File: src/hdl/esc_pkg.sv
`default_nettype none

package esc_pkg;

    // Field widths of the transfer payloads.
    localparam int EPOCH_W  = 32;
    localparam int SEC_W    = 6;
    localparam int MIN_W    = 6;
    localparam int HOUR_W   = 5;
    localparam int DAY_W    = 5;
    localparam int MONTH_W  = 4;
    localparam int YEAR_W   = 12;

    // Internal widths: second of the day, second of the hour, the whole-day count and the year length.
    localparam int REM_W    = 17;
    localparam int HREM_W   = 12;
    localparam int DAYS_W   = 16;
    localparam int YDAYS_W  = 9;

    // Calendar and clock constants.
    localparam logic [REM_W-1:0]   SECS_PER_DAY  = 17'd86400;
    localparam logic [HREM_W-1:0]  SECS_PER_HOUR = 12'd3600;
    localparam logic [SEC_W-1:0]   SECS_PER_MIN  = 6'd60;
    localparam logic [YEAR_W-1:0]  FIRST_YEAR   = 12'd2000;
    localparam logic [YDAYS_W-1:0] DAYS_LEAP    = 9'd366;
    localparam logic [YDAYS_W-1:0] DAYS_COMMON  = 9'd365;
    localparam logic [MONTH_W-1:0] LAST_MONTH   = 4'd11;
    localparam logic [6:0]         LAST_YEAR_OF_CENTURY = 7'd99;

    // Division by reciprocal multiplication. Each divisor is split into a power of
    // two, taken off by a shift, and an odd part: 86400 = 128 * 675,
    // 3600 = 16 * 225 and 60 = 4 * 15. The reciprocal of the odd part is rounded
    // up, and the rounding error times the largest shifted value stays below the
    // scale, so the quotient is exact over the whole input range.
    localparam int DAY_PRE     = 7;
    localparam int HOUR_PRE    = 4;
    localparam int MIN_PRE     = 2;
    localparam int DAY_RCP_W   = 26;
    localparam int HOUR_RCP_W  = 14;
    localparam int MIN_RCP_W   = 11;
    localparam int DAY_SH      = 35;
    localparam int HOUR_SH     = 21;
    localparam int MIN_SH      = 14;
    localparam int DAY_PROD_W  = EPOCH_W - DAY_PRE + DAY_RCP_W;
    localparam int HOUR_PROD_W = REM_W - HOUR_PRE + HOUR_RCP_W;
    localparam int MIN_PROD_W  = HREM_W - MIN_PRE + MIN_RCP_W;
    localparam logic [DAY_RCP_W-1:0]  DAY_RCP  = 26'd50903317;   // 2^35 / 675, rounded up
    localparam logic [HOUR_RCP_W-1:0] HOUR_RCP = 14'd9321;       // 2^21 / 225, rounded up
    localparam logic [MIN_RCP_W-1:0]  MIN_RCP  = 11'd1093;       // 2^14 / 15, rounded up

    // Commands from the controller to the datapath.
    typedef struct packed {
        logic start;       // load the seconds count and clear the calendar
        logic day_quo;     // whole days of the seconds count
        logic day_rem;     // second of the day
        logic hour_quo;    // hour of the day
        logic hour_rem;    // second of the hour
        logic min_quo;     // minute of the hour
        logic min_rem;     // second of the minute
        logic year_step;   // take one whole year off the day count
        logic month_step;  // take one whole month off the day count
        logic out_load;    // copy the result into the output register
    } esc_cmd_t;

    // Status from the datapath to the controller.
    typedef struct packed {
        logic year_more;   // days left cover the current year
        logic month_more;  // days left cover the current month, before the last month
    } esc_status_t;

    // Length of a month counted from zero, February depending on the leap flag.
    function automatic logic [DAY_W:0] month_len(input logic leap,
                                                 input logic [MONTH_W-1:0] m);
        logic [DAY_W:0] len;
        begin
            case (m)
                4'd1:                       len = leap ? 6'd29 : 6'd28;
                4'd3, 4'd5, 4'd8, 4'd10:    len = 6'd30;
                default:                    len = 6'd31;
            endcase
            return len;
        end
    endfunction

endpackage

`default_nettype wire

File: src/hdl/epoch_seconds_to_calendar_top.sv
`default_nettype none

// Channel   Handshake               Payload
// input     in_valid / in_ready     epoch_seconds
// output    out_valid / out_ready   second_of_minute, minute_of_hour, hour_of_day,
//                                   day_of_month, month_of_year, calendar_year
//
// An item runs from its transfer to out_valid through six reciprocal-multiply and subtract
// steps, a walk over the whole years (0 to 136) and then the whole months (0 to 11), one year
// or month per cycle, and then the load of the output register once that register is free;
// in_ready returns with out_valid.
// Reset clears the controller and the output valid flag. A finished result waits in the
// output register while the next item runs; only a second result that finds it full waits.

module epoch_seconds_to_calendar_top (
    input  wire logic                          clk,
    input  wire logic                          rst_n,
    input  wire logic                          in_valid,
    output logic                               in_ready,
    input  wire logic [esc_pkg::EPOCH_W-1:0]   epoch_seconds,
    output logic                               out_valid,
    input  wire logic                          out_ready,
    output logic      [esc_pkg::SEC_W-1:0]     second_of_minute,
    output logic      [esc_pkg::MIN_W-1:0]     minute_of_hour,
    output logic      [esc_pkg::HOUR_W-1:0]    hour_of_day,
    output logic      [esc_pkg::DAY_W-1:0]     day_of_month,
    output logic      [esc_pkg::MONTH_W-1:0]   month_of_year,
    output logic      [esc_pkg::YEAR_W-1:0]    calendar_year
);
    import esc_pkg::*;

    esc_cmd_t    cmd;
    esc_status_t status;

    // Sequencer.
    esc_ctrl u_ctrl (
        .clk       (clk),
        .rst_n     (rst_n),
        .in_valid  (in_valid),
        .in_ready  (in_ready),
        .out_valid (out_valid),
        .out_ready (out_ready),
        .cmd       (cmd),
        .status    (status)
    );

    // Time-of-day split, calendar walk and output register.
    esc_dp u_dp (
        .clk              (clk),
        .cmd              (cmd),
        .status           (status),
        .epoch_seconds    (epoch_seconds),
        .second_of_minute (second_of_minute),
        .minute_of_hour   (minute_of_hour),
        .hour_of_day      (hour_of_day),
        .day_of_month     (day_of_month),
        .month_of_year    (month_of_year),
        .calendar_year    (calendar_year)
    );

    // A transfer in starts the conversion, so the input side is busy next cycle.
    assert property (@(posedge clk) disable iff (!rst_n)
        in_valid && in_ready |=> !in_ready)
        else $error("input taken while a conversion was running");

    // Time-of-day fields of a presented result lie within their ranges.
    assert property (@(posedge clk) disable iff (!rst_n)
        out_valid |-> (second_of_minute <= 6'd59) && (minute_of_hour <= 6'd59) &&
                      (hour_of_day <= 5'd23))
        else $error("time of day out of range");

    // Calendar fields of a presented result lie within their ranges.
    assert property (@(posedge clk) disable iff (!rst_n)
        out_valid |-> (month_of_year <= LAST_MONTH) && (day_of_month <= 5'd30) &&
                      (calendar_year >= FIRST_YEAR) && (calendar_year <= 12'd2136))
        else $error("calendar date out of range");

endmodule

`default_nettype wire

File: src/hdl/esc_dp.sv
`default_nettype none

module esc_dp (
    input  wire logic                          clk,
    input  wire esc_pkg::esc_cmd_t             cmd,
    output esc_pkg::esc_status_t               status,
    input  wire logic [esc_pkg::EPOCH_W-1:0]   epoch_seconds,
    output logic      [esc_pkg::SEC_W-1:0]     second_of_minute,
    output logic      [esc_pkg::MIN_W-1:0]     minute_of_hour,
    output logic      [esc_pkg::HOUR_W-1:0]    hour_of_day,
    output logic      [esc_pkg::DAY_W-1:0]     day_of_month,
    output logic      [esc_pkg::MONTH_W-1:0]   month_of_year,
    output logic      [esc_pkg::YEAR_W-1:0]    calendar_year
);
    import esc_pkg::*;

    // Seconds count and its split into time of day.
    logic [EPOCH_W-1:0] secs_reg;
    logic [REM_W-1:0]   tod_reg;
    logic [HREM_W-1:0]  rest_reg;

    // Time of day and calendar walk.
    logic [SEC_W-1:0]   sec_reg;
    logic [MIN_W-1:0]   min_reg;
    logic [HOUR_W-1:0]  hour_reg;
    logic [DAYS_W-1:0]  days_reg;
    logic [YEAR_W-1:0]  year_reg;
    logic [1:0]         y4_reg;
    logic [6:0]         y100_reg;
    logic [1:0]         y400_reg;
    logic [MONTH_W-1:0] month_reg;

    // Output register.
    logic [SEC_W-1:0]   out_sec_reg;
    logic [MIN_W-1:0]   out_min_reg;
    logic [HOUR_W-1:0]  out_hour_reg;
    logic [DAY_W-1:0]   out_day_reg;
    logic [MONTH_W-1:0] out_month_reg;
    logic [YEAR_W-1:0]  out_year_reg;

    logic [DAY_PROD_W-1:0]      day_prod;
    logic [DAYS_W+REM_W-1:0]    day_back;
    logic [HOUR_PROD_W-1:0]     hour_prod;
    logic [HOUR_W+HREM_W-1:0]   hour_back;
    logic [MIN_PROD_W-1:0]      min_prod;
    logic [MIN_W+SEC_W-1:0]     min_back;
    logic                       leap;
    logic [YDAYS_W-1:0]         year_len;
    logic [DAY_W:0]             mon_len;

    // Quotients by reciprocal multiplication and products for the remainders.
    always_comb
    begin
        day_prod  = {{DAY_RCP_W{1'b0}}, secs_reg[EPOCH_W-1:DAY_PRE]} *
                    {{(EPOCH_W-DAY_PRE){1'b0}}, DAY_RCP};
        day_back  = {{REM_W{1'b0}}, days_reg} * {{DAYS_W{1'b0}}, SECS_PER_DAY};
        hour_prod = {{HOUR_RCP_W{1'b0}}, tod_reg[REM_W-1:HOUR_PRE]} *
                    {{(REM_W-HOUR_PRE){1'b0}}, HOUR_RCP};
        hour_back = {{HREM_W{1'b0}}, hour_reg} * {{HOUR_W{1'b0}}, SECS_PER_HOUR};
        min_prod  = {{MIN_RCP_W{1'b0}}, rest_reg[HREM_W-1:MIN_PRE]} *
                    {{(HREM_W-MIN_PRE){1'b0}}, MIN_RCP};
        min_back  = {{SEC_W{1'b0}}, min_reg} * {{MIN_W{1'b0}}, SECS_PER_MIN};
    end

    // Gregorian leap rule from the year counters modulo 4, 100 and 400.
    always_comb
    begin
        leap     = (y4_reg == 2'd0) && ((y100_reg != 7'd0) || (y400_reg == 2'd0));
        year_len = leap ? DAYS_LEAP : DAYS_COMMON;
        mon_len  = month_len(leap, month_reg);
    end

    // Status towards the controller.
    always_comb
    begin
        status.year_more  = (days_reg >= {{(DAYS_W-YDAYS_W){1'b0}}, year_len});
        status.month_more = (month_reg < LAST_MONTH) &&
                            (days_reg >= {{(DAYS_W-DAY_W-1){1'b0}}, mon_len});
    end

    // Time of day, one quotient or remainder per cycle. Each remainder is below
    // its divisor, so only the low bits of the subtraction are kept.
    always_ff @(posedge clk)
    begin
        if (cmd.start)
        begin
            secs_reg <= epoch_seconds;
        end
        if (cmd.day_rem)
        begin
            tod_reg <= secs_reg[REM_W-1:0] - day_back[REM_W-1:0];
        end
        if (cmd.hour_quo)
        begin
            hour_reg <= hour_prod[HOUR_SH+HOUR_W-1:HOUR_SH];
        end
        if (cmd.hour_rem)
        begin
            rest_reg <= tod_reg[HREM_W-1:0] - hour_back[HREM_W-1:0];
        end
        if (cmd.min_quo)
        begin
            min_reg <= min_prod[MIN_SH+MIN_W-1:MIN_SH];
        end
        if (cmd.min_rem)
        begin
            sec_reg <= rest_reg[SEC_W-1:0] - min_back[SEC_W-1:0];
        end
    end

    // Year and month walk over the whole-day count.
    always_ff @(posedge clk)
    begin
        if (cmd.start)
        begin
            year_reg  <= FIRST_YEAR;
            y4_reg    <= '0;
            y100_reg  <= '0;
            y400_reg  <= '0;
            month_reg <= '0;
        end
        else if (cmd.day_quo)
        begin
            days_reg <= day_prod[DAY_SH+DAYS_W-1:DAY_SH];
        end
        else if (cmd.year_step)
        begin
            days_reg <= days_reg - {{(DAYS_W-YDAYS_W){1'b0}}, year_len};
            year_reg <= year_reg + 12'd1;
            y4_reg   <= y4_reg + 2'd1;
            if (y100_reg == LAST_YEAR_OF_CENTURY)
            begin
                y100_reg <= '0;
                y400_reg <= y400_reg + 2'd1;
            end
            else
            begin
                y100_reg <= y100_reg + 7'd1;
            end
        end
        else if (cmd.month_step)
        begin
            days_reg  <= days_reg - {{(DAYS_W-DAY_W-1){1'b0}}, mon_len};
            month_reg <= month_reg + 4'd1;
        end
    end

    // Output register, loaded once the walk has finished.
    always_ff @(posedge clk)
    begin
        if (cmd.out_load)
        begin
            out_sec_reg   <= sec_reg;
            out_min_reg   <= min_reg;
            out_hour_reg  <= hour_reg;
            out_day_reg   <= days_reg[DAY_W-1:0];
            out_month_reg <= month_reg;
            out_year_reg  <= year_reg;
        end
    end

    assign second_of_minute = out_sec_reg;
    assign minute_of_hour   = out_min_reg;
    assign hour_of_day      = out_hour_reg;
    assign day_of_month     = out_day_reg;
    assign month_of_year    = out_month_reg;
    assign calendar_year    = out_year_reg;

endmodule

`default_nettype wire

File: src/hdl/esc_ctrl.sv
`default_nettype none

module esc_ctrl (
    input  wire logic                 clk,
    input  wire logic                 rst_n,
    input  wire logic                 in_valid,
    output logic                      in_ready,
    output logic                      out_valid,
    input  wire logic                 out_ready,
    output esc_pkg::esc_cmd_t         cmd,
    input  wire esc_pkg::esc_status_t status
);
    import esc_pkg::*;

    typedef enum logic [3:0] {
        S_IDLE,
        S_DAY_QUO,
        S_DAY_REM,
        S_HOUR_QUO,
        S_HOUR_REM,
        S_MIN_QUO,
        S_MIN_REM,
        S_YEAR,
        S_MONTH,
        S_FINISH
    } state_t;

    state_t     state_reg, state_next;
    logic       out_valid_reg, out_valid_next;
    logic       out_free;

    assign out_free  = !out_valid_reg || out_ready;
    assign in_ready  = (state_reg == S_IDLE);
    assign out_valid = out_valid_reg;

    // Next state and datapath commands.
    always_comb
    begin
        state_next     = state_reg;
        out_valid_next = out_valid_reg && !out_ready;
        cmd            = '0;
        unique case (state_reg)
            S_IDLE:
            begin
                if (in_valid)
                begin
                    cmd.start  = 1'b1;
                    state_next = S_DAY_QUO;
                end
            end
            S_DAY_QUO:
            begin
                cmd.day_quo = 1'b1;
                state_next  = S_DAY_REM;
            end
            S_DAY_REM:
            begin
                cmd.day_rem = 1'b1;
                state_next  = S_HOUR_QUO;
            end
            S_HOUR_QUO:
            begin
                cmd.hour_quo = 1'b1;
                state_next   = S_HOUR_REM;
            end
            S_HOUR_REM:
            begin
                cmd.hour_rem = 1'b1;
                state_next   = S_MIN_QUO;
            end
            S_MIN_QUO:
            begin
                cmd.min_quo = 1'b1;
                state_next  = S_MIN_REM;
            end
            S_MIN_REM:
            begin
                cmd.min_rem = 1'b1;
                state_next  = S_YEAR;
            end
            S_YEAR:
            begin
                if (status.year_more)
                begin
                    cmd.year_step = 1'b1;
                end
                else
                begin
                    state_next = S_MONTH;
                end
            end
            S_MONTH:
            begin
                if (status.month_more)
                begin
                    cmd.month_step = 1'b1;
                end
                else
                begin
                    state_next = S_FINISH;
                end
            end
            S_FINISH:
            begin
                // Wait until the output register is free or being emptied.
                if (out_free)
                begin
                    cmd.out_load   = 1'b1;
                    out_valid_next = 1'b1;
                    state_next     = S_IDLE;
                end
            end
            default:
            begin
                state_next = S_IDLE;
            end
        endcase
    end

    // State and registered outputs.
    always_ff @(posedge clk or negedge rst_n)
    begin
        if (!rst_n)
        begin
            state_reg     <= S_IDLE;
            out_valid_reg <= 1'b0;
        end
        else
        begin
            state_reg     <= state_next;
            out_valid_reg <= out_valid_next;
        end
    end

endmodule

`default_nettype wire
File: config.mk
export PLATFORM = sky130hd
export DESIGN_NAME = epoch_seconds_to_calendar_top
export DESIGN_NICKNAME = d
export VERILOG_FILES = /design/src/hdl/esc_pkg.sv /design/src/hdl/epoch_seconds_to_calendar_top.sv /design/src/hdl/esc_dp.sv /design/src/hdl/esc_ctrl.sv
export SDC_FILE = /design/constraint.sdc
export NUM_CORES = 1
export LEC_CHECK = 0
export ABC_AREA = 1
export ABC_CLOCK_PERIOD_IN_PS = 17030
export BUFFER_PORTS_ARGS = -buffer_cell sky130_fd_sc_hd__buf_2
export CAP_MARGIN = 10
export CORE_UTILIZATION = 47
export DETAILED_ROUTE_END_ITERATION = 6
export GPL_TIMING_DRIVEN = 0
export PLACE_DENSITY = 0.69
export SKIP_CTS_REPAIR_TIMING = 1
export SYNTH_ARGS = -nofsm -noshare
export SYNTH_HDL_FRONTEND = slang
export SYNTH_SLANG_ARGS = --single-unit
File: constraint.sdc
create_clock -name clk -period 17.03 [get_ports clk]
set_clock_uncertainty 0.05 [all_clocks]
set_input_delay 0.8515 -clock clk [delete_from_list [all_inputs] [get_ports clk]]
set_output_delay 0.8515 -clock clk [all_outputs]
set_load 0.005 [all_outputs]
Word-level counts from Yosys, hierarchy flattened:

Index checks and enable logic that the tools add are counted.

* order comparisons: 3
* bitwise logic cells: 3
* add/sub/neg operators: 10
* reduce and logical (&&, ||, !) cells: 18
* muxes and demuxes: 28
* equality and inequality tests: 19
* $mul: 6

Operator list (number)
* $mul A25 B26 Y51 const B: 1
* $mux W16: 3
* $pmux W4 S10: 1
* $mul A13 B14 Y26 const B: 1
* $eq A4 B3 Y1 const B: 5
* $mul A10 B11 Y20 const B: 1
* $mux W1: 17
* $sub A17 B17 Y17: 1
* $eq A4 B4 Y1 const B: 4
* $ge A16 B6 Y1: 1
* $ge A16 B9 Y1: 1
* $mul A16 B10 Y10 const B: 1
* $mux W4: 4
* $sub A16 B6 Y16: 1
* $sub A16 B9 Y16: 1
* $add A12 B1 Y12 const B: 1
* $eq A4 B2 Y1 const B: 3
* $pmux W6 S2: 1
* $sub A12 B12 Y12: 1
* $eq A4 B1 Y1 const B: 2
* $mul A5 B8 Y8 const B: 1
* $add A7 B1 Y7 const B: 1
* $eq A7 B7 Y1 const B: 1
* $mux W7: 1
* other kinds (20): 32

* word-level logic and storage cells: 107
* output and inout port bits: 40
* input port bits: 36
* bits in registers: 164

Logic depth before layout (Yosys ltp):

* depth after elaboration: 12
* depth in mapped cells: 29
* gate-level depth less buffers: 29

Cells and area by module:

From an unflattened synthesis, not the netlist that was laid out.

* cells, all modules: 2780
* area total of the unflattened synthesis: 23327.4 um2

Modules (own cells, without submodules)
* esc_dp: seq. area each 4504.3 um2, times used 1, cells each 2726, area an instance 22963.3 um2
* esc_ctrl: seq. area each 125.1 um2, times used 1, cells each 54, area an instance 364.1 um2

Worst setup path after synthesis:

Ideal clock, no wire load.

* path type: reg-to-reg
* from: register u_dp.secs_reg[30]
* to: register u_dp.days_reg[6] (data pin)
* setup time: 0.253 ns
* required time: 16.727 ns
* stages on the path, launching flop included: 22
* path slack: 11.494 ns
* period minus slack after synthesis: 5.536 ns
* data arrival time: 5.233 ns
* buffers on the path: 0
* cells stage by stage: edfxtp_1 -> fa_1 -> inv_1 -> fa_1 -> inv_1 -> fa_1 -> inv_1 -> fa_1 -> inv_1 -> fa_1 -> fa_1 -> ha_1 -> ha_1 -> nand2_1 -> nor2_1 -> nand2_1 -> nor3_1 -> nand4_1 -> nand3_1 -> nand2_1 -> nand3_1 -> nand2_1

* longest elaborated chain between the ends: 2

RTL lines
* from (decl): line esc_dp.sv:18 `logic [EPOCH_W-1:0] secs_reg;`
* from (signal assigned): line esc_dp.sv:87 `secs_reg <= epoch_seconds;`
* $mul A25 B26 Y51: line esc_dp.sv:54 `day_prod = {{DAY_RCP_W{1'b0}}, secs_reg[EPOCH_W-1:DAY_PRE]} *`
* $mux W16: line esc_dp.sv:122 `else if (cmd.day_quo)`
* to (signal assigned): line esc_dp.sv:124 `days_reg <= day_prod[DAY_SH+DAYS_W-1:DAY_SH];`
* to (signal assigned): line esc_dp.sv:128 `days_reg <= days_reg - {{(DAYS_W-YDAYS_W){1'b0}}, year_len};`
* to (signal assigned): line esc_dp.sv:143 `days_reg <= days_reg - {{(DAYS_W-DAY_W-1){1'b0}}, mon_len};`
* to (decl): line esc_dp.sv:26 `logic [DAYS_W-1:0] days_reg;`

No other way between the ends.
A chain may end at the register's enable or synchronous reset.

Worst setup path in the final report:

* from: register u_dp.secs_reg[12]
* to: register u_dp.days_reg[10] (data pin)

Same word-level chain as after synthesis.

==> reports/metrics.cfg <==
[sta]
final.period_utilization = 0.3802
drv_slew = 0
fmax_ghz = 0.1544
tightest_slew_ns = 1.241
whs_ns = 0.1341
setup_tns_ns = 0
hold_viol = 0
maxSlewHeadroom = 0.1699
rsz0062_at_grt = false
setup_violations = 0
layout_min_cycle_time_ns = 6.475

[min_path]
min_path_type = in2async

[synth]
ys_ff_latch = 164
synth_top_area_cell = ha_1
synthesis.instances = 2858
synthFlopType = edfxtp_1
async_reset_ff_frac = 0.03049
synth.most_common_cell = inv_1
synth_cell_type_count = 44
yosys-top-cells-area = ha_1 25%, fa_1 19%, edfxtp_1 17%, inv_1 12%, nand2_1 9.8%
syn_avg_cell_area_um2 = 8.282
ys_seq_area_frac = 0.1956
synth_top_cell_area_share = 0.2495
syn_nets = 3594
synth_common_cells = 763 x inv_1, 615 x nand2_1, 472 x ha_1
synth-edff-count = 132
synthesis.area_um2 = 23670
ys.warnings.count = 0

[cells_and_area]
diodes = 0
area_delta_synth_final_pct = 7.940
drive_above_1_share = 0.04885
final_area_um2 = 25550
largest_register_ffs = 32
fin_nets = 3691
n_fill_cell = 4639

[placed_design]
io_buffers = 75
place_hpwl_um = 47980
gp_congestion = 0.9658
place_area_um2 = 24950

[critical_path]
r2r-end = u_dp.days_reg[10]
rr_startpoint = u_dp.secs_reg[12]
crit_fanout = 12
crit_path_end_kind = register
max_stage_delay_ns = 0.91
critPathKind = reg2reg
crit_arrival_ns = 6.66
rrSetupSlack_ns = 10.56
worstPathRequired_ns = 17.22
crit_top_cell = inv_1
start_kind = register
critical-path-slowest-cell = edfxtp_1
reg2reg_depth = 25

[clocking]
htreeDepth = 4
clock_sinks = 164
clockBufferDepth = 2
cts_inserted_buffers = 17
cts_tree = built
path_clk_slew_ns = 0.08
root_buffer = clkbuf_16
insertion_delay_ns = 0.48

[floorplan]
die_height_um = 226.4
pin_count = 76
design.die.area_um2 = 51260
die_w_um = 226.4
initial_core_util = 0.4796
coreArea_um2 = 49360
row_count = 81

[route]
drc = 0
vias_per_cell = 4.942
drt-total-wl_um = 56340
drt_iter0_drc = 1026
drt_first_pass_iters = 5
avgRoutedWirePerCell_um = 15.51
via_count = 17950
drtAntennaViolNets = 0

[global_route]
antenna_found_initial = 0
track_usage = 0.2330
grt_pass1_wl_um = 92000
grt_pass1_vias = 18690
grt.overflow.total = 0
grt_max_degree = 24

[outcome]
status = finished, final reports clean

[job]
cap_violations = 0

layout by cell type (no fill, tap or decap), drive strengths merged, types with 26 or more instances in the layout:
cell type,n
nor2,175
ha,472
fa,228
edfxtp,132
nand3,98
nand2,620
a21oi,93
o21ai,42
nor3,26
dfxtp,27
buf,88
xor2,60
nand4,35
inv,774
stage by stage:
stage / util / instances / worst slack (ns)
2_1_floorplan: - / 2858 / 11.49
3_3_place_gp: 0.5040 / 3597 / 10.62
3_5_place_dp: 0.5056 / 3600 / 10.55
4_1_cts: 0.5177 / 3632 / 10.55
5_1_grt: 0.5177 / 3632 / 10.22
6_report: 0.5177 / 3632 / 10.56
metal layers:
metal | up-vias | wire, um | global-route usage
li1 | 9008 | - | -
met1 | 8551 | 25200 | 0.2859
met2 | 313 | 27880 | 0.4180
met3 | 77 | 1626 | 0.02618
met4 | 0 | 1627 | 0.08697
met5 | - | 0 | 0
worst max path at each step:
stage / startpoint / end / depth (start not counted)
floorplan: u_dp.secs_reg[30] / u_dp.days_reg[6] / 21
global placement: u_dp.secs_reg[12] / u_dp.days_reg[10] / 25
detailed placement: u_dp.secs_reg[12] / u_dp.days_reg[10] / 25
CTS: u_dp.secs_reg[12] / u_dp.days_reg[10] / 25
global route: u_dp.secs_reg[12] / u_dp.days_reg[10] / 25
finish: u_dp.secs_reg[12] / u_dp.days_reg[10] / 25
cell type report:
type,count,area (um^2),area share
clock inverters,14,167.7,0.006562
plain buffers,13,96.34,0.003771
clock buffers,18,429.2,0.01680
repair buffers,78,434.2,0.01699
flip-flops and latches,164,4629,0.1812
multi-input cells,1911,16070,0.6290
inverters,770,2892,0.1132
well taps,664,830.8,0.03252
cell families (layout without fill, tap and decap cells):
| kind of cell | after synthesis | count (layout) | share of synthesized area |
|---|---|---|---|
| xor+xnor | 81 | 81 | 0.02997 |
| compound gates | 165 | 165 | 0.03933 |
| fa+ha+maj | 700 | 700 | 0.4423 |
| flops | 164 | 164 | 0.1956 |
| buf+inv | 783 | 893 | 0.1262 |
| simple gates | 965 | 965 | 0.1666 |
critical path, delay by kind of cell, from the launching register on:
family / cells / cell delay (ns)
buffers and inverters: 7 / 0.62
AO/OA/AOI/OAI: 1 / 0.23
AND/OR/NAND/NOR: 9 / 0.93
flip-flops: 1 / 0.91
adder cells (fa/ha/maj): 8 / 3.47
Power is not shown: default switching activity piles up to over one toggle a cycle in this logic, so the estimate is an artifact.
